## config.mk

```make
export PLATFORM = sky130hd
export DESIGN_NAME = checkpoint_slot_budget_manager_top
export DESIGN_NICKNAME = d
export VERILOG_FILES = /design/src/design/cspbm_pkg.sv /design/src/design/checkpoint_slot_budget_manager_top.sv /design/src/design/cspbm_cell.sv /design/src/design/cspbm_ctrl.sv
export SDC_FILE = /design/constraint.sdc
export NUM_CORES = 2
export LEC_CHECK = 0
export BUFFER_PORTS_ARGS = -buffer_cell sky130_fd_sc_hd__buf_2
export CORE_MARGIN = 1
export CORE_UTILIZATION = 25
export CTS_CLUSTER_DIAMETER = 30
export DETAILED_ROUTE_END_ITERATION = 10
export HOLD_SLACK_MARGIN = 0.03
export PLACE_DENSITY = 0.38
export SYNTH_ARGS = -nofsm -noshare
export SYNTH_HDL_FRONTEND = slang
export SYNTH_SLANG_ARGS = --single-unit
```

## constraint.sdc

```tcl
create_clock -name clk -period 22.6 [get_ports clk]
set_input_delay 1.13 -clock clk [delete_from_list [all_inputs] [get_ports clk]]
set_output_delay 1.13 -clock clk [all_outputs]
set_load 0.02 [all_outputs]
```

## src/design/cspbm_pkg.sv

```systemverilog
package cspbm_pkg;

    // default depth of the slot chain
    localparam int MAX_SLOTS_DEF = 16;

    // field widths
    localparam int FUNC_W   = 3;
    localparam int BYTES_W  = 40;
    localparam int TICK_W   = 32;
    localparam int ID_W     = 32;
    localparam int TOTAL_W  = 44;
    localparam int EPOCH_W  = 64;
    localparam int EVICT_W  = 32;
    localparam int STATUS_W = 2;
    localparam int LIMIT_W  = 5;
    localparam int CFG_IDX_W = 1;

    // register reset values
    localparam logic [LIMIT_W-1:0] SLOT_LIMIT_RST  = 5'd4;
    localparam logic [BYTES_W-1:0] BYTE_BUDGET_RST = 40'd67108864;
    localparam logic [ID_W-1:0]    FIRST_ID        = 32'd1;

    // register indexes
    localparam logic [CFG_IDX_W-1:0] CFG_SLOT_LIMIT  = 1'b0;
    localparam logic [CFG_IDX_W-1:0] CFG_BYTE_BUDGET = 1'b1;

    // request codes
    localparam logic [FUNC_W-1:0] FUNC_TAKE        = 3'd0;
    localparam logic [FUNC_W-1:0] FUNC_RESTORE_ID  = 3'd1;
    localparam logic [FUNC_W-1:0] FUNC_RESTORE_NEW = 3'd2;
    localparam logic [FUNC_W-1:0] FUNC_CLEAR       = 3'd3;
    localparam logic [FUNC_W-1:0] FUNC_TRIM        = 3'd4;

    // status codes
    localparam logic [STATUS_W-1:0] STATUS_OK        = 2'd0;
    localparam logic [STATUS_W-1:0] STATUS_TOO_LARGE = 2'd1;
    localparam logic [STATUS_W-1:0] STATUS_NEVER     = 2'd2;
    localparam logic [STATUS_W-1:0] STATUS_EVICTED   = 2'd3;

    // one resident checkpoint
    typedef struct packed {
        logic [ID_W-1:0]    id;
        logic [BYTES_W-1:0] size;
        logic [TICK_W-1:0]  tick;
    } slot_t;

    // command broadcast to every cell
    typedef struct packed {
        logic rot;
        logic load;
    } cell_cmd_t;

    // one request
    typedef struct packed {
        logic [FUNC_W-1:0]  func;
        logic [BYTES_W-1:0] bytes;
        logic [TICK_W-1:0]  tick;
        logic [ID_W-1:0]    want;
    } req_t;

    // one result
    typedef struct packed {
        logic [STATUS_W-1:0] status;
        logic [ID_W-1:0]     id;
        logic [TICK_W-1:0]   tick;
        logic [BYTES_W-1:0]  bytes;
        logic [EPOCH_W-1:0]  prior_epoch;
        logic [EPOCH_W-1:0]  later_epoch;
        logic [EVICT_W-1:0]  evictions;
    } res_t;

    // sequencer states
    typedef enum logic [3:0] {
        ST_IDLE   = 4'b0001,
        ST_EVICT  = 4'b0010,
        ST_SEARCH = 4'b0100,
        ST_DONE   = 4'b1000
    } state_t;

endpackage

```

## src/design/checkpoint_slot_budget_manager_top.sv

```systemverilog
// Checkpoint slot budget manager.
// Requests arrive on the s_axis channel (func in tuser, operands in tdata);
// each request gives exactly one result transaction on m_axis. Registers
// slot_limit (index 0) and byte_budget (index 1) are written through the
// cfg port; the user must write them only while the block is idle, which
// the block itself does not enforce. A slot_limit write of zero is dropped.
// Resident slots live in a row of MAX_SLOTS cells kept oldest first; every
// eviction and every search step rotates the whole row by one cell. A take
// or trim evicts the oldest slot, one per rotation, until the store is within
// its limits; a restore turns the row once fully past cell 0; a clear, a
// refused take, an empty restore of newest and unused codes go straight to
// the result. The result is registered: it passes from the ST_DONE state
// into the output register that drives m_axis.
// s_axis_tready is high only while no request is being worked on; a result
// waiting on a stalled m_axis does not block the next request, which then
// holds in its last cycle until the output register frees up.
// Reset clears the store, restarts ids at 1, zeroes the epoch and eviction
// counters and restores the register defaults; no clearing pass is needed.
module checkpoint_slot_budget_manager_top #(
    parameter int MAX_SLOTS = cspbm_pkg::MAX_SLOTS_DEF
) (
    input  logic                                clk,
    input  logic                                rst_n,
    input  logic                                s_axis_tvalid,
    output logic                                s_axis_tready,
    // ckpt_bytes[39:0], sim_tick[71:40], want_id[103:72]
    input  logic [103:0]                        s_axis_tdata,
    // func[2:0]
    input  logic [cspbm_pkg::FUNC_W-1:0]        s_axis_tuser,
    output logic                                m_axis_tvalid,
    input  logic                                m_axis_tready,
    // status[1:0], result_id[33:2], result_tick[65:34], result_bytes[105:66],
    // prior epoch[169:106], later epoch[233:170], eviction_total[265:234], zero
    output logic [271:0]                        m_axis_tdata,
    input  logic                                cfg_wr_en,
    input  logic [cspbm_pkg::CFG_IDX_W-1:0]     cfg_index,
    input  logic [cspbm_pkg::BYTES_W-1:0]       cfg_wdata
);

    localparam int CNTW = $clog2(MAX_SLOTS + 1);

    cspbm_pkg::req_t      req;
    cspbm_pkg::res_t      res;
    cspbm_pkg::cell_cmd_t cmd;
    cspbm_pkg::slot_t     load_data;
    cspbm_pkg::slot_t     cell_q [MAX_SLOTS];
    logic [CNTW-1:0]      count;

    // unpack request
    assign req.func  = s_axis_tuser;
    assign req.bytes = s_axis_tdata[39:0];
    assign req.tick  = s_axis_tdata[71:40];
    assign req.want  = s_axis_tdata[103:72];

    cspbm_ctrl #(
        .MAX_SLOTS (MAX_SLOTS),
        .CNTW      (CNTW)
    ) u_ctrl (
        .clk       (clk),
        .rst_n     (rst_n),
        .in_valid  (s_axis_tvalid),
        .in_ready  (s_axis_tready),
        .req       (req),
        .out_valid (m_axis_tvalid),
        .out_ready (m_axis_tready),
        .res       (res),
        .cfg_wr_en (cfg_wr_en),
        .cfg_index (cfg_index),
        .cfg_wdata (cfg_wdata),
        .head      (cell_q[0]),
        .cmd       (cmd),
        .load_data (load_data),
        .count     (count)
    );

    // row of slot cells, each fed by its younger neighbor, last wraps to first
    for (genvar i = 0; i < MAX_SLOTS; i++)
    begin : g_cell
        cspbm_cell u_cell (
            .clk       (clk),
            .cmd       (cmd),
            .load_here (count == CNTW'(i)),
            .load_data (load_data),
            .nbr_in    (cell_q[(i + 1) % MAX_SLOTS]),
            .slot_q    (cell_q[i])
        );
    end

    // pack result
    assign m_axis_tdata = {6'd0, res.evictions, res.later_epoch, res.prior_epoch,
                           res.bytes, res.tick, res.id, res.status};

endmodule

```

## src/design/cspbm_cell.sv

```systemverilog
module cspbm_cell (
    input  logic                 clk,
    input  cspbm_pkg::cell_cmd_t cmd,
    input  logic                 load_here,
    input  cspbm_pkg::slot_t     load_data,
    input  cspbm_pkg::slot_t     nbr_in,
    output cspbm_pkg::slot_t     slot_q
);

    cspbm_pkg::slot_t slot_reg;

    // take from the younger neighbor on rotate, or load a new slot here
    always_ff @(posedge clk)
    begin
        if (cmd.rot)
        begin
            slot_reg <= nbr_in;
        end
        else if (cmd.load && load_here)
        begin
            slot_reg <= load_data;
        end
    end

    assign slot_q = slot_reg;

endmodule

```

## src/design/cspbm_ctrl.sv

```systemverilog
module cspbm_ctrl #(
    parameter int MAX_SLOTS = cspbm_pkg::MAX_SLOTS_DEF,
    parameter int CNTW      = $clog2(MAX_SLOTS + 1)
) (
    input  logic                                clk,
    input  logic                                rst_n,
    input  logic                                in_valid,
    output logic                                in_ready,
    input  cspbm_pkg::req_t                     req,
    output logic                                out_valid,
    input  logic                                out_ready,
    output cspbm_pkg::res_t                     res,
    input  logic                                cfg_wr_en,
    input  logic [cspbm_pkg::CFG_IDX_W-1:0]     cfg_index,
    input  logic [cspbm_pkg::BYTES_W-1:0]       cfg_wdata,
    input  cspbm_pkg::slot_t                    head,
    output cspbm_pkg::cell_cmd_t                cmd,
    output cspbm_pkg::slot_t                    load_data,
    output logic [CNTW-1:0]                     count
);

    localparam int KW = (MAX_SLOTS > 1) ? $clog2(MAX_SLOTS) : 1;
    localparam int LW = (CNTW > cspbm_pkg::LIMIT_W) ? CNTW : cspbm_pkg::LIMIT_W;
    localparam logic [KW-1:0]   LAST_STEP = KW'(MAX_SLOTS - 1);
    localparam logic [CNTW-1:0] FULL_CNT  = CNTW'(MAX_SLOTS);

    cspbm_pkg::state_t state_reg, state_next;
    cspbm_pkg::req_t   req_reg, req_next;
    logic [CNTW-1:0]                   count_reg, count_next;
    logic [cspbm_pkg::TOTAL_W-1:0]     total_reg, total_next;
    logic [cspbm_pkg::ID_W-1:0]        next_id_reg, next_id_next;
    logic [cspbm_pkg::EVICT_W-1:0]     evict_reg, evict_next;
    logic [cspbm_pkg::EPOCH_W-1:0]     epoch_reg, epoch_next;
    logic [cspbm_pkg::LIMIT_W-1:0]     limit_reg;
    logic [cspbm_pkg::BYTES_W-1:0]     budget_reg;
    logic [KW-1:0]                     step_reg, step_next;
    logic                              found_reg, found_next;
    cspbm_pkg::slot_t                  hit_reg, hit_next;
    cspbm_pkg::res_t                   rs_reg, rs_next;
    logic                              out_valid_reg, out_valid_next;
    cspbm_pkg::res_t                   out_reg, out_next;

    logic [CNTW-1:0]                   lim_eff;
    logic [cspbm_pkg::TOTAL_W:0]       fit_sum;
    logic                              drop;
    logic [CNTW-1:0]                   step_ext;
    logic                              hit;
    logic                              found_now;
    cspbm_pkg::slot_t                  slot_now;
    logic                              issued;

    // effective slot limit, capped at chain depth
    assign lim_eff = (LW'(limit_reg) > LW'(MAX_SLOTS)) ? CNTW'(MAX_SLOTS)
                                                       : CNTW'(limit_reg);

    // oldest slot must go when full or over budget
    assign fit_sum = {1'b0, total_reg} + (cspbm_pkg::TOTAL_W + 1)'(req_reg.bytes);
    always_comb
    begin
        if (req_reg.func == cspbm_pkg::FUNC_TAKE)
        begin
            drop = (count_reg != '0) &&
                   ((count_reg >= lim_eff) ||
                    (fit_sum > (cspbm_pkg::TOTAL_W + 1)'(budget_reg)));
        end
        else
        begin
            drop = (count_reg > lim_eff);
        end
    end

    // search step: head cell holds slot number step_reg
    assign step_ext = CNTW'(step_reg);
    always_comb
    begin
        if (req_reg.func == cspbm_pkg::FUNC_RESTORE_ID)
        begin
            hit = !found_reg && (step_ext < count_reg) && (head.id == req_reg.want);
        end
        else
        begin
            hit = !found_reg && (step_ext < count_reg) &&
                  (step_ext == count_reg - CNTW'(1));
        end
    end
    assign found_now = found_reg || hit;
    assign slot_now  = hit ? head : hit_reg;
    assign issued    = (req_reg.want - 32'd1) < (next_id_reg - 32'd1);

    // sequencer
    always_comb
    begin
        state_next     = state_reg;
        req_next       = req_reg;
        count_next     = count_reg;
        total_next     = total_reg;
        next_id_next   = next_id_reg;
        evict_next     = evict_reg;
        epoch_next     = epoch_reg;
        step_next      = step_reg;
        found_next     = found_reg;
        hit_next       = hit_reg;
        rs_next        = rs_reg;
        out_valid_next = out_valid_reg;
        out_next       = out_reg;
        cmd            = '0;
        load_data      = '{id: next_id_reg, size: req_reg.bytes, tick: req_reg.tick};

        if (out_valid_reg && out_ready)
        begin
            out_valid_next = 1'b0;
        end

        unique case (state_reg)
            cspbm_pkg::ST_IDLE:
            begin
                if (in_valid)
                begin
                    req_next   = req;
                    step_next  = '0;
                    found_next = 1'b0;
                    rs_next    = '0;
                    unique case (req.func)
                        cspbm_pkg::FUNC_TAKE:
                        begin
                            if (req.bytes > budget_reg)
                            begin
                                rs_next.status = cspbm_pkg::STATUS_TOO_LARGE;
                                rs_next.bytes  = req.bytes;
                                state_next     = cspbm_pkg::ST_DONE;
                            end
                            else
                            begin
                                state_next = cspbm_pkg::ST_EVICT;
                            end
                        end
                        cspbm_pkg::FUNC_RESTORE_ID:
                        begin
                            state_next = cspbm_pkg::ST_SEARCH;
                        end
                        cspbm_pkg::FUNC_RESTORE_NEW:
                        begin
                            if (count_reg == '0)
                            begin
                                rs_next.status = cspbm_pkg::STATUS_NEVER;
                                state_next     = cspbm_pkg::ST_DONE;
                            end
                            else
                            begin
                                state_next = cspbm_pkg::ST_SEARCH;
                            end
                        end
                        cspbm_pkg::FUNC_CLEAR:
                        begin
                            count_next   = '0;
                            total_next   = '0;
                            next_id_next = cspbm_pkg::FIRST_ID;
                            evict_next   = '0;
                            state_next   = cspbm_pkg::ST_DONE;
                        end
                        cspbm_pkg::FUNC_TRIM:
                        begin
                            state_next = cspbm_pkg::ST_EVICT;
                        end
                        default:
                        begin
                            state_next = cspbm_pkg::ST_DONE;
                        end
                    endcase
                end
            end

            cspbm_pkg::ST_EVICT:
            begin
                if (drop)
                begin
                    cmd.rot    = 1'b1;
                    total_next = total_reg - cspbm_pkg::TOTAL_W'(head.size);
                    count_next = count_reg - CNTW'(1);
                    evict_next = evict_reg + 32'd1;
                end
                else
                begin
                    if (req_reg.func == cspbm_pkg::FUNC_TAKE)
                    begin
                        cmd.load       = 1'b1;
                        count_next     = count_reg + CNTW'(1);
                        total_next     = total_reg + cspbm_pkg::TOTAL_W'(req_reg.bytes);
                        rs_next.status = cspbm_pkg::STATUS_OK;
                        rs_next.id     = next_id_reg;
                        rs_next.tick   = req_reg.tick;
                        rs_next.bytes  = req_reg.bytes;
                        next_id_next   = next_id_reg + 32'd1;
                    end
                    state_next = cspbm_pkg::ST_DONE;
                end
            end

            cspbm_pkg::ST_SEARCH:
            begin
                // a full turn of the chain leaves the order as it was
                cmd.rot    = 1'b1;
                found_next = found_now;
                hit_next   = slot_now;
                step_next  = step_reg + KW'(1);
                if (step_reg == LAST_STEP)
                begin
                    if (found_now)
                    begin
                        rs_next.status      = cspbm_pkg::STATUS_OK;
                        rs_next.id          = slot_now.id;
                        rs_next.tick        = slot_now.tick;
                        rs_next.bytes       = slot_now.size;
                        rs_next.prior_epoch = epoch_reg;
                        rs_next.later_epoch = epoch_reg + 64'd1;
                        epoch_next          = epoch_reg + 64'd1;
                    end
                    else
                    begin
                        rs_next.status = issued ? cspbm_pkg::STATUS_EVICTED
                                                : cspbm_pkg::STATUS_NEVER;
                    end
                    state_next = cspbm_pkg::ST_DONE;
                end
            end

            cspbm_pkg::ST_DONE:
            begin
                if (!out_valid_reg || out_ready)
                begin
                    out_next           = rs_reg;
                    out_next.evictions = evict_reg;
                    out_valid_next     = 1'b1;
                    state_next         = cspbm_pkg::ST_IDLE;
                end
            end

            default:
            begin
                state_next = cspbm_pkg::ST_IDLE;
            end
        endcase
    end

    // control registers
    always_ff @(posedge clk or negedge rst_n)
    begin
        if (!rst_n)
        begin
            state_reg     <= cspbm_pkg::ST_IDLE;
            count_reg     <= '0;
            total_reg     <= '0;
            next_id_reg   <= cspbm_pkg::FIRST_ID;
            evict_reg     <= '0;
            epoch_reg     <= '0;
            step_reg      <= '0;
            found_reg     <= 1'b0;
            out_valid_reg <= 1'b0;
        end
        else
        begin
            state_reg     <= state_next;
            count_reg     <= count_next;
            total_reg     <= total_next;
            next_id_reg   <= next_id_next;
            evict_reg     <= evict_next;
            epoch_reg     <= epoch_next;
            step_reg      <= step_next;
            found_reg     <= found_next;
            out_valid_reg <= out_valid_next;
        end
    end

    // configuration registers
    always_ff @(posedge clk or negedge rst_n)
    begin
        if (!rst_n)
        begin
            limit_reg  <= cspbm_pkg::SLOT_LIMIT_RST;
            budget_reg <= cspbm_pkg::BYTE_BUDGET_RST;
        end
        else if (cfg_wr_en)
        begin
            unique case (cfg_index)
                cspbm_pkg::CFG_SLOT_LIMIT:
                begin
                    if (cfg_wdata[cspbm_pkg::LIMIT_W-1:0] != '0)
                    begin
                        limit_reg <= cfg_wdata[cspbm_pkg::LIMIT_W-1:0];
                    end
                end
                cspbm_pkg::CFG_BYTE_BUDGET:
                begin
                    budget_reg <= cfg_wdata;
                end
                default:
                begin
                    limit_reg <= limit_reg;
                end
            endcase
        end
    end

    // payload registers
    always_ff @(posedge clk)
    begin
        req_reg <= req_next;
        hit_reg <= hit_next;
        rs_reg  <= rs_next;
        out_reg <= out_next;
    end

    assign in_ready  = (state_reg == cspbm_pkg::ST_IDLE);
    assign out_valid = out_valid_reg;
    assign res       = out_reg;
    assign count     = count_reg;

    // never more resident slots than cells
    a_count_bound: assert property (@(posedge clk) disable iff (!rst_n)
        count_reg <= FULL_CNT)
        else $error("resident count exceeds chain depth");

    // an empty store holds no bytes
    a_empty_total: assert property (@(posedge clk) disable iff (!rst_n)
        (count_reg == '0) |-> (total_reg == '0))
        else $error("byte total nonzero with empty store");

    // a search always ends after a full turn of the chain
    a_full_turn: assert property (@(posedge clk) disable iff (!rst_n)
        (state_reg == cspbm_pkg::ST_SEARCH && state_next != cspbm_pkg::ST_SEARCH)
        |-> (step_reg == LAST_STEP))
        else $error("search left before chain order restored");

    // epoch moves only at the end of a search
    a_epoch_src: assert property (@(posedge clk) disable iff (!rst_n)
        (state_reg != cspbm_pkg::ST_SEARCH) |=> (epoch_reg == $past(epoch_reg)))
        else $error("epoch changed outside a restore");

endmodule
```

* Word level (Yosys, flattened, before mapping)
Cells that the tools add are included.
W data, S select, Z words.
** Operators by class
- $add $sub $neg :: 11
- $lt $le $gt $ge :: 7
- Equality and inequality tests :: 36
- Multiplexer cells :: 89
- Bitwise operators :: 1
- Reductions and logical operators :: 63
** Operators with widths (number)
- $mux W104 :: 33
- $pmux W106 S3 :: 1
- $mux W266 :: 1
- $pmux W128 S2 :: 1
- $mux W234 :: 1
- $mux W232 :: 1
- $mux W32 :: 7
- $mux W106 :: 2
- $mux W44 :: 4
- $pmux W32 S2 :: 2
- $pmux W44 S2 :: 1
- $mux W40 :: 2
- $add A32 B1 Y32 const B :: 2
- $add A64 B1 Y64 const B :: 1
- $sub A32 B1 Y32 const B :: 2
- $add A44 B40 Y45 :: 1
- $gt A45 B40 Y1 :: 1
- $add A44 B40 Y44 :: 1
- $sub A44 B40 Y44 :: 1
- $eq A5 B4 Y1 const B :: 8
- $gt A40 B40 Y1 :: 1
- $reduce_bool A2 Y1 :: 18
- $eq A32 B32 Y1 :: 1
- $lt A32 B32 Y1 :: 1
- other kinds (43) :: 113
** Storage, ports and cells
- Register bits :: 2607
- Output and inout port bits :: 274

* Logic depth before layout (Yosys ltp)
- Depth in word-level cells :: 11
- Mapped depth :: 41
- Mapped depth without buffers :: 40

* Cells and area by module
Synthesis repeated with hierarchy kept, for this count alone.
** Unflattened totals
- Cell total of the unflattened synthesis :: 7383
- Area total of the unflattened synthesis :: 119973.8 um^2
** By module, submodules not included
- cspbm_cell :: instances 16, cells each 221, area each 4589.4 um^2, seq. area each 3123.0 um^2
- cspbm_ctrl :: instances 1, cells each 3817, area each 46382.0 um^2, seq. area each 27161.0 um^2
- checkpoint_slot_budget_manager_top :: instances 1, cells each 30, area each 161.4 um^2, seq. area each 0.0 um^2

* Worst setup path after synthesis
No wires, ideal clock.
- Kind :: reg2reg
- Start point :: register u_ctrl.req_reg, in the netlist u_ctrl.load_data[47]
- End point :: register g_cell[10].u_cell.slot_reg, in the netlist g_cell[10].u_cell.slot_q[0], enable pin
- Library setup time :: 0.720 ns
- Data arrival time :: 12.421 ns
- Required time :: 21.880 ns
- Setup slack :: 9.459 ns
- Stages on the path, launching flop included :: 25
- Buffers on the path :: 1
- Cells stage by stage :: edfxtp_1 > ha_1 > a211oi_1 > nor2_1 > or3_1 > o211ai_2 > o21ai_2 > o21ba_2 > o21ai_0 > nand2b_1 > a21oi_1 > nor2b_1 > nor2_1 > xnor2_1 > ha_1 > nand4_1 > or2_2 > nor4b_1 > a21oi_1 > nand2_1 > o21ai_0 > a31oi_1 > o2111ai_2 > clkbuf_1 > o31ai_1
** Between the ends
- Longest elaborated chain between the ends :: 9
- Elaborated cells on any way between the ends :: 11
- Classes of those cells :: 1 x add/sub; 1 x order compare; 5 x mux; 4 x reduce/logical
** Ends and longest elaborated chain
- start: declaration :: line cspbm_ctrl.sv:28 : cspbm_pkg::req_t req_reg, req_next;
- start signal: assignment :: line cspbm_ctrl.sv:307 : req_reg <= req_next;
- $add A44 B40 Y45 * :: line cspbm_ctrl.sv:57 : assign fit_sum = {1'b0, total_reg} + (cspbm_pkg::TOTAL_W + 1)'(req_reg.bytes);
- $gt A45 B40 Y1 * :: line cspbm_ctrl.sv:64 : (fit_sum > (cspbm_pkg::TOTAL_W + 1)'(budget_reg)));
- $logic_or A1 B1 Y1 * :: line cspbm_ctrl.sv:63 : ((count_reg >= lim_eff) ||
- $logic_and A1 B1 Y1 * :: line cspbm_ctrl.sv:62 : drop = (count_reg != '0) &&
- $mux W1 * :: line cspbm_ctrl.sv:60 : if (req_reg.func == cspbm_pkg::FUNC_TAKE)
- $mux W1 :: line cspbm_ctrl.sv:175 : if (drop)
- $mux W1 :: line cspbm_ctrl.sv:114 : unique case (state_reg)
- $logic_and A1 B1 Y1 :: line cspbm_cell.sv:19 : else if (cmd.load && load_here)
- $reduce_bool A2 Y1 (no line) *
- end signal: assignment :: line cspbm_cell.sv:17 : slot_reg <= nbr_in;
- end signal: assignment :: line cspbm_cell.sv:21 : slot_reg <= load_data;
- end: declaration :: line cspbm_cell.sv:10 : cspbm_pkg::slot_t slot_reg;
Mark *: on every way between the ends. The rest lies on a longest branch, timed or not.
A chain may end at the register's enable or synchronous reset.

* Final worst setup path
- Start point :: register u_ctrl.req_reg, in the netlist u_ctrl.load_data[40]
- End point :: register u_ctrl.total_reg[43] (netlist name)
** Between the ends
- Longest elaborated chain between the ends :: 7
- Elaborated cells on any way between the ends :: 11
- Classes of those cells :: 2 x add/sub; 1 x order compare; 1 x eq/ne; 4 x mux; 3 x reduce/logical
** Ends and longest elaborated chain
- $add A44 B40 Y45 :: line cspbm_ctrl.sv:57
- $gt A45 B40 Y1 :: line cspbm_ctrl.sv:64
- $logic_or A1 B1 Y1 :: line cspbm_ctrl.sv:63
- $logic_and A1 B1 Y1 :: line cspbm_ctrl.sv:62
- $mux W1 :: line cspbm_ctrl.sv:60
- $ne A3 B1 Y1 (no line) / $mux W44 (equally long branches)
- $reduce_and A4 Y1 (no line) / $pmux W44 S2 (equally long branches)
- end signal: assignment :: line cspbm_ctrl.sv:264 : total_reg <= total_next;
- end: declaration :: line cspbm_ctrl.sv:30 : logic [cspbm_pkg::TOTAL_W-1:0] total_reg, total_next;
Parallel ways exist; a longest one is shown, timed or not. The select of a mux whose other input is x is not followed.

==> results.json <==
{
  "status": "finished clean",
  "num_vias": 72260,
  "hold_class": "primary input to asynchronous set/reset pin",
  "worstReg2RegEnd": "u_ctrl.total_reg[43]",
  "worstPathMaxFanout": 37,
  "max_stage_delay_ns": 0.65,
  "pre_cts_ws_ns": 12.67,
  "routedWlPerCell_um": 21.35,
  "path_common_cell": "a21oi_1",
  "areaGrowthSynthToFinish_pct": 26.69,
  "synthFlopType": "edfxtp_1",
  "p_leak_nw": 54.03,
  "slowest_stage": "o31ai_1",
  "first_global_vias": 73640,
  "track_usage": 0.1532,
  "netlist_area_sq_um": 110500,
  "crit_path_end": "u_ctrl.total_reg[43]",
  "peakVddDrop_v": 0.00007888,
  "worst_pin_slew_ns": 1.180,
  "yosysSeqAreaShare": 0.6977,
  "cts_root_buffer": "clkbuf_16",
  "drt_pre_antenna_iters": 6,
  "crit_start": "u_ctrl.load_data[40]",
  "start_util": 0.2518,
  "arrival_ns": 11.02,
  "clock_path_buffers": 4,
  "endpoint_kind": "register",
  "fillers": 44300,
  "cts_max_level": 6,
  "r2r_cells": 37,
  "timing.hold.ws_ns": 0.1358,
  "p_per_area_nw_per_um2": 134.0,
  "synth_area_per_cell_sq_um": 11.95,
  "ys_warn_count": 0,
  "max_clock_freq_mhz": 99.02,
  "max-cap-violations": 0,
  "cp.required_ns": 23.52,
  "gp_congestion": 0.8278,
  "cp-start-kind": "register",
  "cts_tree": "built",
  "grt_pass1_wl_um": 512100,
  "via_per_inst": 4.422,
  "ys_seq_elements": 2607,
  "die_h_um": 667.0,
  "numCtsBuffers": 625,
  "grt_overflow": 0,
  "dpl_cell_area_sq_um": 119200,
  "ctsResizeCount": 0,
  "rsz0062_at_grt": "false",
  "synth_edf_count": 2375,
  "ys_top_cells_by_area": "edfxtp_1 65%, nand2_1 13%, dfrtp_1 5.2%",
  "clk_latency_ns": 1.01,
  "drc": 0,
  "fin_crit_sh": 0.4469,
  "multi_input_area_sq_um": 31300,
  "ctsHoldBuffers": 0,
  "fin_worst_skew_ns": 0.06055,
  "r2r_slack_ns": 12.50,
  "finalNetCount": 10310,
  "dr.first_iter.drc_count": 5367,
  "finalSetupViolCount": 0,
  "io_buffers": 420,
  "coreArea_sq_um": 439000,
  "final_cell_area_sq_um": 140100,
  "yosysTopAreaCellShare": 0.6451,
  "die_area_sq_um": 444900,
  "ioPinCount": 427,
  "rr_startpoint": "u_ctrl.load_data[40]",
  "die_w_um": 667.0,
  "slew_headroom": 0.2132,
  "seqCellArea_sq_um": 77130,
  "synth_cell_types": 86,
  "cts_sinks": 2607,
  "largest_reg_flops": 1664,
  "period_minus_slack_ns": 10.10,
  "place.detailed.hpwl_um": 211500,
  "clk_pin_slew_ns": 0.05,
  "post_cts_buffers": 0,
  "synth.most_common_cell": "nand2_1",
  "setup_tns_ns": 0,
  "worst_slack_ns": 12.50,
  "rows": 243,
  "hold_violations": 0,
  "wl_um": 348900,
  "yosysTopAreaCell": "edfxtp_1",
  "slew_viol_final": 0,
  "antenna_found_initial": 25,
  "path_class": "register to register",
  "drive_above_1_share": 0.1603,
  "grt_max_degree": 221,
  "yosys-top-cells-count": "3812 x nand2_1, 2375 x edfxtp_1, 273 x nor2_1, 228 x dfrtp_1, 224 x buf_2",
  "async_flop_share": 0.08899,
  "postSynthCellCount": 9250,
  "ant_nets": 0
}
worst min-delay path by stage:
stage / to / slack (ns) / depth (start not counted)
floorplan: u_ctrl.res[100] / 0.40 / 0
global placement: u_ctrl.res[265] / 0.41 / 0
detailed placement: u_ctrl.res[105] / 0.40 / 0
CTS: u_ctrl.budget_reg[30] / 0.08 / 1
global route: u_ctrl.budget_reg[19] / 0.14 / 1
finish: u_ctrl.budget_reg[19] / 0.14 / 1
per-layer routing:
metal	vias up	part of all wire	GRT usage
li1	33630	-	-
met1	36340	0.47	0.2143
met2	1725	0.45	0.2424
met3	553	0.049	0.02781
met4	14	0.024	0.04270
met5	-	0.00024	0
layout by cell type, fill, tap and decap left out, types with 41 or more instances in the layout:
| cell type | n |
|---|---|
| nand2_1 | 3811 |
| edfxtp_1 | 2375 |
| clkbuf_16 | 634 |
| buf_2 | 419 |
| nor2_1 | 271 |
| dfrtp_1 | 228 |
| ha_1 | 216 |
| xor2_1 | 175 |
| xnor2_1 | 169 |
| o21ai_0 | 162 |
| a21oi_1 | 154 |
| mux2_2 | 146 |
| nand3_1 | 134 |
| clkinv_1 | 122 |
| clkinv_2 | 113 |
| inv_1 | 102 |
| buf_4 | 82 |
| and2_1 | 80 |
| clkbuf_1 | 80 |
| nor3_1 | 78 |
| a21o_1 | 77 |
| bufinv_16 | 67 |
| a22o_1 | 61 |
| nand4_1 | 59 |
| clkinvlp_4 | 42 |
| nor4_1 | 41 |
critical path: cells and delay by family (launching register included):
kind | cells | cell delay [ns]
AOI/OAI and AO/OA | 19 | 5.22
and+or+nand+nor | 10 | 1.86
adders and majority gates | 3 | 1.12
xor gates and xnor gates | 1 | 0.09
DFF | 1 | 0.49
muxes | 2 | 0.36
buffers and inverters | 2 | 0.79
cells by family (layout without fill, tap and decap cells):
logic type / count (synthesis) / after routing / synth area share
AO/OA/AOI/OAI: 657 / 657 / 0.03924
XOR/XNOR: 344 / 344 / 0.02725
adder cells (fa/ha/maj): 218 / 218 / 0.02481
buffers and inverters: 562 / 1763 / 0.02210
flip-flops: 2607 / 2607 / 0.6977
multiplexers: 180 / 180 / 0.01795
other: 1 / 13 / 0.00003392
AND/OR/NAND/NOR: 4681 / 4681 / 0.1709
power by group:
group	leakage (nW)	total, mW	switching [mW]	internal [mW]
clock network	10.1	8.82	2.91	5.90
registers	24.9	6.65	0.381	6.27
logic	19.0	3.30	2.29	1.01
cell type report:
type,count,area share
multi-input combinational,6086,0.2235
clock buffer,720,0.1160
sequential,2607,0.5507
inverter,104,0.002877
clock inverter,423,0.03278
tap,5880,0.05253
timing repair buffer,516,0.02148
antenna,7,0.0001251
through the flow:
| stage | instances | power, mW | utilization |
|---|---|---|---|
| final | 16340 | 18.76 | 0.3190 |
| after global routing | 16340 | 19.65 | 0.3190 |
| after CTS | 16340 | 19.03 | 0.3190 |
| after detailed placement | 15190 | 10.08 | 0.2715 |
| after global placement | 15190 | 10.04 | 0.2715 |
| after floorplan | 9255 | 8.864 | - |
No activity file was read; power rests on OpenSTA's default activity.
